### config.mk
export PLATFORM = sky130hd
export DESIGN_NAME = list_selection_autorepeat_flat
export DESIGN_NICKNAME = d
export VERILOG_FILES = /design/src/rtl/lsa_pkg.sv /design/src/rtl/lsa_in_if.sv /design/src/rtl/lsa_out_if.sv /design/src/rtl/lsa_cfg.sv /design/src/rtl/lsa_ctrl.sv /design/src/rtl/lsa_dp.sv /design/src/rtl/list_selection_autorepeat.sv /design/src/flat_wrapper.sv
export SDC_FILE = /design/constraint.sdc
export NUM_CORES = 1
export LEC_CHECK = 0
export BUFFER_PORTS_ARGS = -buffer_cell sky130_fd_sc_hd__buf_2
export CORE_AREA = 4 4 137 139
export CTS_CLUSTER_SIZE = 8
export DETAILED_ROUTE_END_ITERATION = 6
export DIE_AREA = 0 0 141 143
export PLACE_DENSITY = 0.86
export SLEW_MARGIN = 5
export SYNTH_ARGS = -nofsm -noshare
export SYNTH_HDL_FRONTEND = slang
export SYNTH_SLANG_ARGS = --single-unit
### constraint.sdc
create_clock -name i_clk -period 14.79 [get_ports i_clk]
set_input_delay 2.958 -clock i_clk [delete_from_list [all_inputs] [get_ports i_clk]]
set_output_delay 2.958 -clock i_clk [all_outputs]
set_load 0.05 [all_outputs]
### src/rtl/lsa_pkg.sv
package lsa_pkg;

    // list and field sizes
    localparam int unsigned ROWS_MAX  = 4096;
    localparam int unsigned ROWS_LIM  = (ROWS_MAX < 4096) ? ROWS_MAX : 4096;
    localparam int unsigned SEL_W     = 12;
    localparam int unsigned ROWS_W    = 13;
    localparam int unsigned DELAY_W   = 12;
    localparam int unsigned PERIOD_W  = 10;
    localparam int unsigned VIS_W     = 7;
    localparam int unsigned DT_W      = 8;
    localparam int unsigned ACC_W     = 13;
    localparam int unsigned STEP_W    = 5;
    localparam int unsigned MOVES_W   = 11;
    localparam int unsigned PADDR_W   = 4;

    localparam logic [MOVES_W-1:0] MOVES_MAX = '1;

    // register reset values
    localparam logic [ROWS_W-1:0]   ROW_COUNT_RST     = 13'd0;
    localparam logic [DELAY_W-1:0]  REPEAT_DELAY_RST  = 12'd500;
    localparam logic [PERIOD_W-1:0] REPEAT_PERIOD_RST = 10'd100;
    localparam logic [VIS_W-1:0]    VISIBLE_ROWS_RST  = 7'd16;

    // register indexes
    typedef enum logic [1:0] {
        REG_ROW_COUNT     = 2'd0,
        REG_REPEAT_DELAY  = 2'd1,
        REG_REPEAT_PERIOD = 2'd2,
        REG_VISIBLE_ROWS  = 2'd3
    } t_reg_idx;

    // request commands
    typedef enum logic [1:0] {
        CMD_TICK    = 2'd0,
        CMD_PRESS   = 2'd1,
        CMD_RELEASE = 2'd2,
        CMD_WRITE   = 2'd3
    } t_cmd;

    // scroll keys
    typedef enum logic [1:0] {
        KEY_DOWN      = 2'd0,
        KEY_UP        = 2'd1,
        KEY_PAGE_DOWN = 2'd2,
        KEY_PAGE_UP   = 2'd3
    } t_key;

    typedef enum logic [2:0] {
        ST_IDLE,
        ST_EXEC,
        ST_ADD2,
        ST_LOOP,
        ST_DONE
    } t_state;

    typedef struct packed {
        logic [ROWS_W-1:0]   row_count;
        logic [DELAY_W-1:0]  repeat_delay;
        logic [PERIOD_W-1:0] repeat_period;
        logic [VIS_W-1:0]    visible_rows;
    } t_cfg;

    // controller to datapath
    typedef struct packed {
        logic latch;
        logic apply;
        logic accum1;
        logic accum2;
        logic loop_step;
        logic load_out;
    } t_dp_ctl;

    // datapath to controller
    typedef struct packed {
        logic is_tick;
        logic step_zero;
        logic will_repeat;
        logic acc_ge_period;
        logic out_free;
    } t_dp_sts;

    // signed step for each key
    function automatic logic signed [STEP_W-1:0] key_step(input t_key k);
        logic signed [STEP_W-1:0] s;
        case (k)
            KEY_DOWN:      s = 5'sd1;
            KEY_UP:        s = -5'sd1;
            KEY_PAGE_DOWN: s = 5'sd10;
            KEY_PAGE_UP:   s = -5'sd10;
            default:       s = 5'sd0;
        endcase
        return s;
    endfunction

endpackage

### src/rtl/lsa_in_if.sv
interface lsa_in_if;
    logic                           valid;
    logic                           ready;
    logic [1:0]                     cmd;
    logic [1:0]                     key;
    logic [lsa_pkg::DT_W-1:0]       delta_time;
    logic [lsa_pkg::SEL_W-1:0]      new_selection;

    modport source (output valid, cmd, key, delta_time, new_selection, input ready);
    modport sink   (input valid, cmd, key, delta_time, new_selection, output ready);
endinterface

### src/rtl/lsa_out_if.sv
interface lsa_out_if;
    logic                           valid;
    logic                           ready;
    logic [lsa_pkg::SEL_W-1:0]      selection;
    logic [lsa_pkg::SEL_W-1:0]      first_visible;
    logic                           held;
    logic [lsa_pkg::MOVES_W-1:0]    move_count;

    modport source (output valid, selection, first_visible, held, move_count, input ready);
    modport sink   (input valid, selection, first_visible, held, move_count, output ready);
endinterface

### src/rtl/lsa_cfg.sv
module lsa_cfg (
    input  logic                          i_clk,
    input  logic                          i_rst_n,
    input  logic                          psel,
    input  logic                          penable,
    input  logic                          pwrite,
    input  logic [lsa_pkg::PADDR_W-1:0]   paddr,
    input  logic [31:0]                   pwdata,
    output logic [31:0]                   prdata,
    output logic                          pready,
    output lsa_pkg::t_cfg                 o_cfg
);

    lsa_pkg::t_cfg    r_cfg;
    lsa_pkg::t_reg_idx w_idx;
    logic             w_wr;

    assign pready = 1'b1;
    assign w_idx  = lsa_pkg::t_reg_idx'(paddr[3:2]);
    assign w_wr   = psel & penable & pwrite;
    assign o_cfg  = r_cfg;

    // register writes
    always_ff @(posedge i_clk) begin
        if (!i_rst_n) begin
            r_cfg.row_count     <= lsa_pkg::ROW_COUNT_RST;
            r_cfg.repeat_delay  <= lsa_pkg::REPEAT_DELAY_RST;
            r_cfg.repeat_period <= lsa_pkg::REPEAT_PERIOD_RST;
            r_cfg.visible_rows  <= lsa_pkg::VISIBLE_ROWS_RST;
        end else if (w_wr) begin
            case (w_idx)
                lsa_pkg::REG_ROW_COUNT:
                    r_cfg.row_count <= pwdata[lsa_pkg::ROWS_W-1:0];
                lsa_pkg::REG_REPEAT_DELAY:
                    r_cfg.repeat_delay <= pwdata[lsa_pkg::DELAY_W-1:0];
                lsa_pkg::REG_REPEAT_PERIOD:
                    r_cfg.repeat_period <= pwdata[lsa_pkg::PERIOD_W-1:0];
                lsa_pkg::REG_VISIBLE_ROWS:
                    r_cfg.visible_rows <= pwdata[lsa_pkg::VIS_W-1:0];
                default: ;
            endcase
        end
    end

    // read mux
    always_comb begin
        prdata = '0;
        case (w_idx)
            lsa_pkg::REG_ROW_COUNT:
                prdata[lsa_pkg::ROWS_W-1:0] = r_cfg.row_count;
            lsa_pkg::REG_REPEAT_DELAY:
                prdata[lsa_pkg::DELAY_W-1:0] = r_cfg.repeat_delay;
            lsa_pkg::REG_REPEAT_PERIOD:
                prdata[lsa_pkg::PERIOD_W-1:0] = r_cfg.repeat_period;
            lsa_pkg::REG_VISIBLE_ROWS:
                prdata[lsa_pkg::VIS_W-1:0] = r_cfg.visible_rows;
            default: prdata = '0;
        endcase
    end

endmodule

### src/rtl/lsa_ctrl.sv
module lsa_ctrl (
    input  logic                i_clk,
    input  logic                i_rst_n,
    input  logic                i_in_valid,
    output logic                o_in_ready,
    input  lsa_pkg::t_dp_sts    i_sts,
    output lsa_pkg::t_dp_ctl    o_ctl
);

    lsa_pkg::t_state r_state;
    lsa_pkg::t_state n_state;

    always_ff @(posedge i_clk) begin
        if (!i_rst_n) begin
            r_state <= lsa_pkg::ST_IDLE;
        end else begin
            r_state <= n_state;
        end
    end

    // next state
    always_comb begin
        n_state = r_state;
        case (r_state)
            lsa_pkg::ST_IDLE: begin
                if (i_in_valid) n_state = lsa_pkg::ST_EXEC;
            end
            lsa_pkg::ST_EXEC: begin
                if (i_sts.is_tick && !i_sts.step_zero && i_sts.will_repeat) begin
                    n_state = lsa_pkg::ST_ADD2;
                end else begin
                    n_state = lsa_pkg::ST_DONE;
                end
            end
            lsa_pkg::ST_ADD2: n_state = lsa_pkg::ST_LOOP;
            lsa_pkg::ST_LOOP: begin
                if (!i_sts.acc_ge_period) n_state = lsa_pkg::ST_DONE;
            end
            lsa_pkg::ST_DONE: begin
                if (i_sts.out_free) n_state = lsa_pkg::ST_IDLE;
            end
            default: n_state = lsa_pkg::ST_IDLE;
        endcase
    end

    // outputs
    always_comb begin
        o_in_ready = 1'b0;
        o_ctl      = '0;
        case (r_state)
            lsa_pkg::ST_IDLE: begin
                o_in_ready = 1'b1;
                o_ctl.latch = i_in_valid;
            end
            lsa_pkg::ST_EXEC: begin
                if (i_sts.is_tick) begin
                    o_ctl.accum1 = !i_sts.step_zero;
                end else begin
                    o_ctl.apply = 1'b1;
                end
            end
            lsa_pkg::ST_ADD2: o_ctl.accum2 = 1'b1;
            lsa_pkg::ST_LOOP: o_ctl.loop_step = i_sts.acc_ge_period;
            lsa_pkg::ST_DONE: o_ctl.load_out = i_sts.out_free;
            default: ;
        endcase
    end

endmodule

### src/rtl/lsa_dp.sv
module lsa_dp (
    input  logic                          i_clk,
    input  logic                          i_rst_n,
    input  lsa_pkg::t_cfg                 i_cfg,
    input  lsa_pkg::t_dp_ctl              i_ctl,
    output lsa_pkg::t_dp_sts              o_sts,
    input  logic [1:0]                    i_cmd,
    input  logic [1:0]                    i_key,
    input  logic [lsa_pkg::DT_W-1:0]      i_delta_time,
    input  logic [lsa_pkg::SEL_W-1:0]     i_new_selection,
    lsa_out_if.source                     o_rsp
);

    // latched request
    lsa_pkg::t_cmd                 r_cmd;
    lsa_pkg::t_key                 r_key;
    logic [lsa_pkg::DT_W-1:0]      r_dt;
    logic [lsa_pkg::SEL_W-1:0]     r_new_sel;

    // cursor state
    logic [lsa_pkg::SEL_W-1:0]     r_sel, n_sel;
    logic signed [lsa_pkg::STEP_W-1:0] r_step, n_step;
    logic                          r_rep, n_rep;
    logic [lsa_pkg::ACC_W-1:0]     r_acc, n_acc;
    logic [lsa_pkg::MOVES_W-1:0]   r_moves, n_moves;

    // result register
    logic                          r_out_valid;
    logic [lsa_pkg::SEL_W-1:0]     r_out_sel;
    logic [lsa_pkg::SEL_W-1:0]     r_out_first;
    logic                          r_out_held;
    logic [lsa_pkg::MOVES_W-1:0]   r_out_moves;

    logic [lsa_pkg::ROWS_W-1:0]    w_rows;
    logic                          w_rows_zero;
    logic [lsa_pkg::PERIOD_W-1:0]  w_period;
    logic [lsa_pkg::VIS_W-1:0]     w_vis;
    logic [lsa_pkg::ACC_W:0]       w_acc_dt;
    logic                          w_ge_delay;
    logic                          w_ge_period;
    logic signed [lsa_pkg::STEP_W-1:0] w_step;
    logic signed [13:0]            w_s0, w_s1, w_s2, w_rows_s;
    logic [lsa_pkg::SEL_W-1:0]     w_moved;
    logic signed [13:0]            w_st, w_lim;
    logic [lsa_pkg::SEL_W-1:0]     w_first;
    logic                          w_out_free;

    // effective configuration
    assign w_rows = (i_cfg.row_count > lsa_pkg::ROWS_W'(lsa_pkg::ROWS_LIM))
                  ? lsa_pkg::ROWS_W'(lsa_pkg::ROWS_LIM) : i_cfg.row_count;
    assign w_rows_zero = (w_rows == '0);
    assign w_period = (i_cfg.repeat_period == '0) ? lsa_pkg::PERIOD_W'(1)
                    : i_cfg.repeat_period;
    assign w_vis = (i_cfg.visible_rows == '0) ? lsa_pkg::VIS_W'(1) : i_cfg.visible_rows;

    // timing compares
    assign w_acc_dt    = {1'b0, r_acc} + (lsa_pkg::ACC_W+1)'(r_dt);
    assign w_ge_delay  = w_acc_dt >= (lsa_pkg::ACC_W+1)'(i_cfg.repeat_delay);
    assign w_ge_period = r_acc >= lsa_pkg::ACC_W'(w_period);

    // step for the move: a press moves with its new step at once
    assign w_step = (i_ctl.apply && (r_cmd == lsa_pkg::CMD_PRESS))
                  ? lsa_pkg::key_step(r_key) : r_step;

    // one step with wrap for single steps and clamp for page steps
    always_comb begin
        w_rows_s = 14'(signed'({1'b0, w_rows}));
        w_s0 = signed'(14'({2'b00, r_sel})) + 14'(w_step);
        w_s1 = w_s0;
        if (w_s0 < 0) begin
            w_s1 = (w_step < -5'sd1) ? 14'sd0 : w_s0 + w_rows_s;
        end
        w_s2 = w_s1;
        if (w_s1 >= w_rows_s) begin
            w_s2 = (w_step > 5'sd1) ? w_rows_s - 14'sd1 : w_s1 - w_rows_s;
        end
        w_moved = w_s2[lsa_pkg::SEL_W-1:0];
    end

    // visible window start
    always_comb begin
        w_lim   = 14'(signed'({1'b0, w_rows})) - 14'(signed'({1'b0, w_vis}));
        w_st    = signed'(14'({2'b00, r_sel})) - 14'(signed'({1'b0, w_vis[lsa_pkg::VIS_W-1:1]}));
        w_first = '0;
        if (w_lim >= 0) begin
            if (w_st < 0) w_st = 14'sd0;
            if (w_st >= w_lim) w_st = w_lim;
            w_first = w_st[lsa_pkg::SEL_W-1:0];
        end
    end

    assign w_out_free = !r_out_valid || o_rsp.ready;

    assign o_sts.is_tick       = (r_cmd == lsa_pkg::CMD_TICK);
    assign o_sts.step_zero     = (r_step == '0);
    assign o_sts.will_repeat   = r_rep || w_ge_delay;
    assign o_sts.acc_ge_period = w_ge_period;
    assign o_sts.out_free      = w_out_free;

    // request latch
    always_ff @(posedge i_clk) begin
        if (i_ctl.latch) begin
            r_cmd     <= lsa_pkg::t_cmd'(i_cmd);
            r_key     <= lsa_pkg::t_key'(i_key);
            r_dt      <= i_delta_time;
            r_new_sel <= i_new_selection;
        end
    end

    // cursor state update
    always_comb begin
        n_sel   = r_sel;
        n_step  = r_step;
        n_rep   = r_rep;
        n_acc   = r_acc;
        n_moves = r_moves;
        if (i_ctl.latch) begin
            n_moves = '0;
        end
        if (i_ctl.apply) begin
            case (r_cmd)
                lsa_pkg::CMD_PRESS: begin
                    if (!w_rows_zero) begin
                        n_step  = w_step;
                        n_sel   = w_moved;
                        n_moves = lsa_pkg::MOVES_W'(1);
                    end
                end
                lsa_pkg::CMD_RELEASE: begin
                    if (!w_rows_zero) begin
                        n_step = '0;
                        n_rep  = 1'b0;
                        n_acc  = '0;
                    end
                end
                lsa_pkg::CMD_WRITE: n_sel = r_new_sel;
                default: ;
            endcase
        end
        if (i_ctl.accum1) begin
            if (!r_rep && w_ge_delay) begin
                n_acc = lsa_pkg::ACC_W'(w_period);
                n_rep = 1'b1;
            end else begin
                n_acc = w_acc_dt[lsa_pkg::ACC_W-1:0];
            end
        end
        if (i_ctl.accum2) begin
            n_acc = w_acc_dt[lsa_pkg::ACC_W-1:0];
        end
        if (i_ctl.loop_step) begin
            n_acc = r_acc - lsa_pkg::ACC_W'(w_period);
            if (!w_rows_zero) begin
                n_sel = w_moved;
                if (r_moves != lsa_pkg::MOVES_MAX) n_moves = r_moves + 1'b1;
            end
        end
    end

    always_ff @(posedge i_clk) begin
        if (!i_rst_n) begin
            r_sel   <= '0;
            r_step  <= '0;
            r_rep   <= 1'b0;
            r_acc   <= '0;
            r_moves <= '0;
        end else begin
            r_sel   <= n_sel;
            r_step  <= n_step;
            r_rep   <= n_rep;
            r_acc   <= n_acc;
            r_moves <= n_moves;
        end
    end

    // result register
    always_ff @(posedge i_clk) begin
        if (!i_rst_n) begin
            r_out_valid <= 1'b0;
        end else if (i_ctl.load_out) begin
            r_out_valid <= 1'b1;
        end else if (o_rsp.ready) begin
            r_out_valid <= 1'b0;
        end
    end

    always_ff @(posedge i_clk) begin
        if (i_ctl.load_out) begin
            r_out_sel   <= r_sel;
            r_out_first <= w_first;
            r_out_held  <= (r_step != '0);
            r_out_moves <= r_moves;
        end
    end

    assign o_rsp.valid         = r_out_valid;
    assign o_rsp.selection     = r_out_sel;
    assign o_rsp.first_visible = r_out_first;
    assign o_rsp.held          = r_out_held;
    assign o_rsp.move_count    = r_out_moves;

endmodule

### src/rtl/list_selection_autorepeat.sv
// menu cursor with key auto-repeat
// requests come in on i_req: cmd selects tick, key press, key release or
// selection write; key, delta_time and new_selection ride along.
// every request gives exactly one result on o_rsp: selection, first
// visible row of the window, held flag and the number of moves made.
// registers (row_count, repeat_delay, repeat_period, visible_rows) sit on
// the APB port at byte offsets 0, 4, 8 and 12; write them only while idle.
// press, release, write and ticks that do not repeat pass from accept through
// the execute and done states to the result register; a new request is taken
// only once the done state has returned to idle. a tick that repeats passes
// the add and repeat loop states between execute and done; the repeat loop makes
// one move per cycle, so its length follows the accumulated time over the period.
// one request is in work at a time; i_req.ready is high only while idle.
// the result register lets the next request be accepted while a result
// waits; a stalled receiver holds the block in its final step until taken.
// reset clears the cursor, the held step, repeat state, the accumulator and
// the move count and the result valid flag, and loads the register defaults.
module list_selection_autorepeat (
    input  logic                          i_clk,
    input  logic                          i_rst_n,
    input  logic                          psel,
    input  logic                          penable,
    input  logic                          pwrite,
    input  logic [lsa_pkg::PADDR_W-1:0]   paddr,
    input  logic [31:0]                   pwdata,
    output logic [31:0]                   prdata,
    output logic                          pready,
    lsa_in_if.sink                        i_req,
    lsa_out_if.source                     o_rsp
);

    lsa_pkg::t_cfg    w_cfg;
    lsa_pkg::t_dp_ctl w_ctl;
    lsa_pkg::t_dp_sts w_sts;

    // configuration registers
    lsa_cfg u_cfg (
        .i_clk   (i_clk),
        .i_rst_n (i_rst_n),
        .psel    (psel),
        .penable (penable),
        .pwrite  (pwrite),
        .paddr   (paddr),
        .pwdata  (pwdata),
        .prdata  (prdata),
        .pready  (pready),
        .o_cfg   (w_cfg)
    );

    // sequencing
    lsa_ctrl u_ctrl (
        .i_clk      (i_clk),
        .i_rst_n    (i_rst_n),
        .i_in_valid (i_req.valid),
        .o_in_ready (i_req.ready),
        .i_sts      (w_sts),
        .o_ctl      (w_ctl)
    );

    // cursor arithmetic and result register
    lsa_dp u_dp (
        .i_clk           (i_clk),
        .i_rst_n         (i_rst_n),
        .i_cfg           (w_cfg),
        .i_ctl           (w_ctl),
        .o_sts           (w_sts),
        .i_cmd           (i_req.cmd),
        .i_key           (i_req.key),
        .i_delta_time    (i_req.delta_time),
        .i_new_selection (i_req.new_selection),
        .o_rsp           (o_rsp)
    );

endmodule
### src/flat_wrapper.sv
// flat-port wrapper written by rule: the top's interface ports become plain ports
module list_selection_autorepeat_flat 
  (i_clk, i_rst_n, psel, penable, pwrite, paddr, pwdata, prdata, pready, i_req_valid, i_req_cmd, i_req_key, i_req_delta_time, i_req_new_selection, i_req_ready, o_rsp_valid, o_rsp_selection, o_rsp_first_visible, o_rsp_held, o_rsp_move_count, o_rsp_ready);
  lsa_in_if i_req_i ();
  lsa_out_if o_rsp_i ();
  input  logic i_clk;
  input  logic i_rst_n;
  input  logic psel;
  input  logic penable;
  input  logic pwrite;
  input  logic [lsa_pkg::PADDR_W-1:0] paddr;
  input  logic [31:0] pwdata;
  output logic [31:0] prdata;
  output logic pready;
  input wire logic [$bits(i_req_i.valid)-1:0] i_req_valid;
  input wire logic [$bits(i_req_i.cmd)-1:0] i_req_cmd;
  input wire logic [$bits(i_req_i.key)-1:0] i_req_key;
  input wire logic [$bits(i_req_i.delta_time)-1:0] i_req_delta_time;
  input wire logic [$bits(i_req_i.new_selection)-1:0] i_req_new_selection;
  output wire logic [$bits(i_req_i.ready)-1:0] i_req_ready;
  output wire logic [$bits(o_rsp_i.valid)-1:0] o_rsp_valid;
  output wire logic [$bits(o_rsp_i.selection)-1:0] o_rsp_selection;
  output wire logic [$bits(o_rsp_i.first_visible)-1:0] o_rsp_first_visible;
  output wire logic [$bits(o_rsp_i.held)-1:0] o_rsp_held;
  output wire logic [$bits(o_rsp_i.move_count)-1:0] o_rsp_move_count;
  input wire logic [$bits(o_rsp_i.ready)-1:0] o_rsp_ready;
  assign i_req_i.valid = i_req_valid;
  assign i_req_i.cmd = i_req_cmd;
  assign i_req_i.key = i_req_key;
  assign i_req_i.delta_time = i_req_delta_time;
  assign i_req_i.new_selection = i_req_new_selection;
  assign i_req_ready = i_req_i.ready;
  assign o_rsp_valid = o_rsp_i.valid;
  assign o_rsp_selection = o_rsp_i.selection;
  assign o_rsp_first_visible = o_rsp_i.first_visible;
  assign o_rsp_held = o_rsp_i.held;
  assign o_rsp_move_count = o_rsp_i.move_count;
  assign o_rsp_i.ready = o_rsp_ready;
  list_selection_autorepeat u_core (.i_clk(i_clk), .i_rst_n(i_rst_n), .psel(psel), .penable(penable), .pwrite(pwrite), .paddr(paddr), .pwdata(pwdata), .prdata(prdata), .pready(pready), .i_req(i_req_i), .o_rsp(o_rsp_i));
endmodule
==> results.tsv <==
stage	metric	value	unit
outcome	status	complete, no violations	
clocking	hold_buffers	0	
floorplan	io_pins	138	
grt	grt.total_usage	0.298	
clocking	cts_tree	done	
clocking	cts_buffers	17	
critical_path	cp-start-kind	flop	
yosys	yosys_warnings	0	
grt	grt_pass1_vias	9360	
clocking	clock_latency	0.44	ns
cells_and_area	fin_cells	1601	
clocking	clk_pin_slew	0.07	ns
timing	slew_headroom	0.153	
cells_and_area	n_antenna_cell	0	
power	p_sw	0.387	mW
clocking	cts-root-buf	clkbuf_16	
power	total_power	1.16	mW
cells_and_area	stdcell_area	0.0122	mm^2
timing	tns	0	ns
yosys	ys.flop_type	dfxtp_1	
power	clkPwrFrac	0.387	
cells_and_area	fin_nets	1534	
yosys	synthDistinctLibCells	80	
critical_path	r2r-end	u_core.u_dp.r_sel[10]	
grt	grt_max_degree	63	
floorplan	die_x	141	um
floorplan	core	0.0177	mm^2
clocking	cts_num_sinks	148	
routing	drt_drc_violations_left	0	
timing	hold_viol_final	0	
power	p_int	0.772	mW
grt	grt_pass1_wl	47900	um
worst_hold_path	hold_start	u_core.u_cfg.o_cfg[27]	
placement	dpl.cell_count	1569	
yosys	synth_top_cell_area_share	0.163	
cells_and_area	drive_gt1_frac	0.128	
critical_path	ff2ff_path_depth	26	
routing	drt-total-wl	30200	um
yosys	yosysSeqAreaShare	0.323	
clocking	post-cts-setup-buffers	0	
timing	slew_viol_final	0	
power	p_seq_frac	0.390	
critical_path	r2r_slack	7.49	ns
floorplan	rows	49	
routing	wire_per_inst	18.8	um
grt	grt.overflow.total	0	
clocking	clock_path_buffers	2	
clocking	cts_resized	0	
worst_hold_path	hp-class	flop to flop	
critical_path	worstPathMaxFanout	17	
critical_path	cp-end-kind	flop	
flow_run	maxCapViolations	0	
timing	finalCritPeriodShare	0.493	
critical_path	required	15.17	ns
cells_and_area	syn_to_final_growth	10.2	%
critical_path	arrival	7.68	ns
yosys	synth_cells	1292	
grt	antenna_found_initial	0	
timing	tightest_slew	1.27	ns
routing	vias_per_cell	6.31	
timing	setup_viol	0	
routing	ant_nets	0	
yosys	synth_common_cells	nand2_1, a21oi_1, nor2_1	
yosys	synth-edff-count	60	
worst_hold_path	holdPathEnd	u_core.u_cfg.o_cfg[27]	
yosys	syn_avg_cell_area	8.54	um^2
timing	rsz0062_at_grt	no	
floorplan	dieArea	0.0202	mm^2
routing	detail_route.first_pass.iterations	6	
clocking	htree_levels	4	
power	pwr-share-comb	0.224	
yosys	synthArstFlopShare	0	
yosys	synth.area.top_cells	edfxtp_1, dfxtp_1, ha_1, nand2_1, a21oi_1	
critical_path	critPathLaunch	u_core.u_dp.r_cmd[1]	
timing	fmax	137	MHz
routing	vias	10108	
power	peakVddDrop	0.0857	mV
critical_path	r2r_start	u_core.u_dp.r_cmd[1]	
placement	gp_congestion	0.997	
placement	hpwl	22400	um
floorplan	die_y	143	um
routing	drtIter0Drc	1268	
power	swShare	0.334	
cells_and_area	fillers	1360	
yosys	yosys.area.top_type	edfxtp_1	
worst_hold_path	hold_path_depth	2	
placement	post_dp_cell_area	0.0116	mm^2
timing	finClkSkew	0.00474	ns
power	p_leak	5.28	nW
floorplan	start_util	0.625	
power	powerDensity	95.3	mW/mm^2
yosys	yosysMostFrequentCell	nand2_1	
yosys	ys_seq_elements	148	
timing	min_period	7.30	ns
placement	portBuffers	96	
yosys	synth_area	0.0110	mm^2
critical_path	path_class	flop to flop	
critical path, stage by stage (launching register included):
cell and delay (ns):
edfxtp_1 0.60, nor2b_1 0.34, nand2_2 0.25, o21ai_0 0.37, ha_1 0.27, inv_1 0.07, fa_1 0.40, nor2b_1 0.19
o21a_1 0.14, nor2_1 0.05, xnor2_1 0.31, ha_1 0.37, and3_1 0.18, a2111oi_2 0.57, a21oi_1 0.16, xnor2_1 0.14
o21ai_0 0.28, ha_1 0.34, nand2_1 0.11, nor2_1 0.07, a211oi_1 0.33, o21ai_0 0.22, o22a_1 0.27, o211a_1 0.14
or3_1 0.30, a222oi_1 0.57, o21a_1 0.17
routing by layer:
layer	vias up	GRT usage	wire length [um]
li1	4771	-	-
met1	4690	0.382	11900
met2	546	0.488	14200
met3	101	0.0516	2680
met4	0	0.150	1430
met5	-	0	0
through the flow:
step | util | hold WS, ns | setup WS (ns)
finish | 0.689 | 0.473 | 7.49
global route | 0.689 | 0.497 | 7.10
CTS | 0.689 | 0.475 | 7.59
detailed placement | 0.654 | 0.458 | 7.65
global placement | 0.654 | 0.449 | 7.65
floorplan | - | 0.431 | 7.24
layout make-up:
type / count / area [um^2] / area share
Clock inverter: 15 / 188 / 0.0154
Sequential cell: 148 / 3560 / 0.293
Timing Repair Buffer: 99 / 503 / 0.0413
Tap cell: 229 / 287 / 0.0236
Multi-Input combinational cell: 1016 / 6910 / 0.568
Clock buffer: 17 / 425 / 0.0350
Inverter: 77 / 289 / 0.0238
kinds of logic after synthesis:
family	count (synthesis)	synth area share
simple gates	423	0.183
compound gates	354	0.206
flops	148	0.323
buf+inv	146	0.0579
fa+ha+maj	108	0.127
xor+xnor	66	0.0524
mux	45	0.0503
other cells	2	0.000680
power by group through the flow:
stage          clock network [mW]  logic [mW]  registers (mW)
3_5_place_dp                    0       0.253           0.460
3_3_place_gp                    0       0.249           0.460
2_1_floorplan                   0       0.182           0.472
4_1_cts                     0.448       0.256           0.451
5_1_grt                     0.470       0.281           0.453
6_report                    0.449       0.259           0.452
cell usage in the layout (no fill, tap or decap), types with 18 or more instances in the layout:
cell      netlist  layout
nand2_1       151     151
nand3_1        20      20
mux2i_1        29      29
xnor2_1        38      38
nor3_1         26      26
xor2_1         28      28
nor2b_1        25      24
o21ai_0        71      71
edfxtp_1       60      60
buf_2           3      96
a21o_1         30      30
dfxtp_1        88      88
nor2_1        105     105
a21oi_1       111     111
inv_1          76      76
o21a_1         18      18
conb_1          2      20
ha_1          101     101
worst max-delay path by stage:
stage                                       end  slack [ns]  cells past startpoint
after floorplan                       prdata[7]        7.24                      3
after global placement                prdata[8]        7.65                      5
after detailed placement              prdata[3]        7.65                      3
after CTS                             prdata[8]        7.59                      5
after global routing      u_core.u_dp.r_sel[10]        7.10                     27
final                     u_core.u_dp.r_sel[10]        7.49                     26
sequential cells by signal, indices dropped and copies added, names as in the netlist:
name                             cells
u_core.u_dp.r_rep                    1
u_core.u_dp.r_dt                     8
u_core.u_dp.o_rsp.first_visible     12
u_core.u_dp.r_sel                   12
u_core.u_dp.o_rsp.move_count        11
u_core.u_ctrl.r_state                3
u_core.u_cfg.o_cfg                  42
u_core.u_dp.r_cmd                    2
u_core.u_dp.r_acc                   13
u_core.u_dp.o_rsp.valid              1
u_core.u_dp.r_key                    2
u_core.u_dp.r_step                   5
u_core.u_dp.o_rsp.selection         12
u_core.u_dp.o_rsp.held               1
u_core.u_dp.r_new_sel               12
u_core.u_dp.r_moves                 11
No activity file was read; power rests on OpenSTA's default activity.
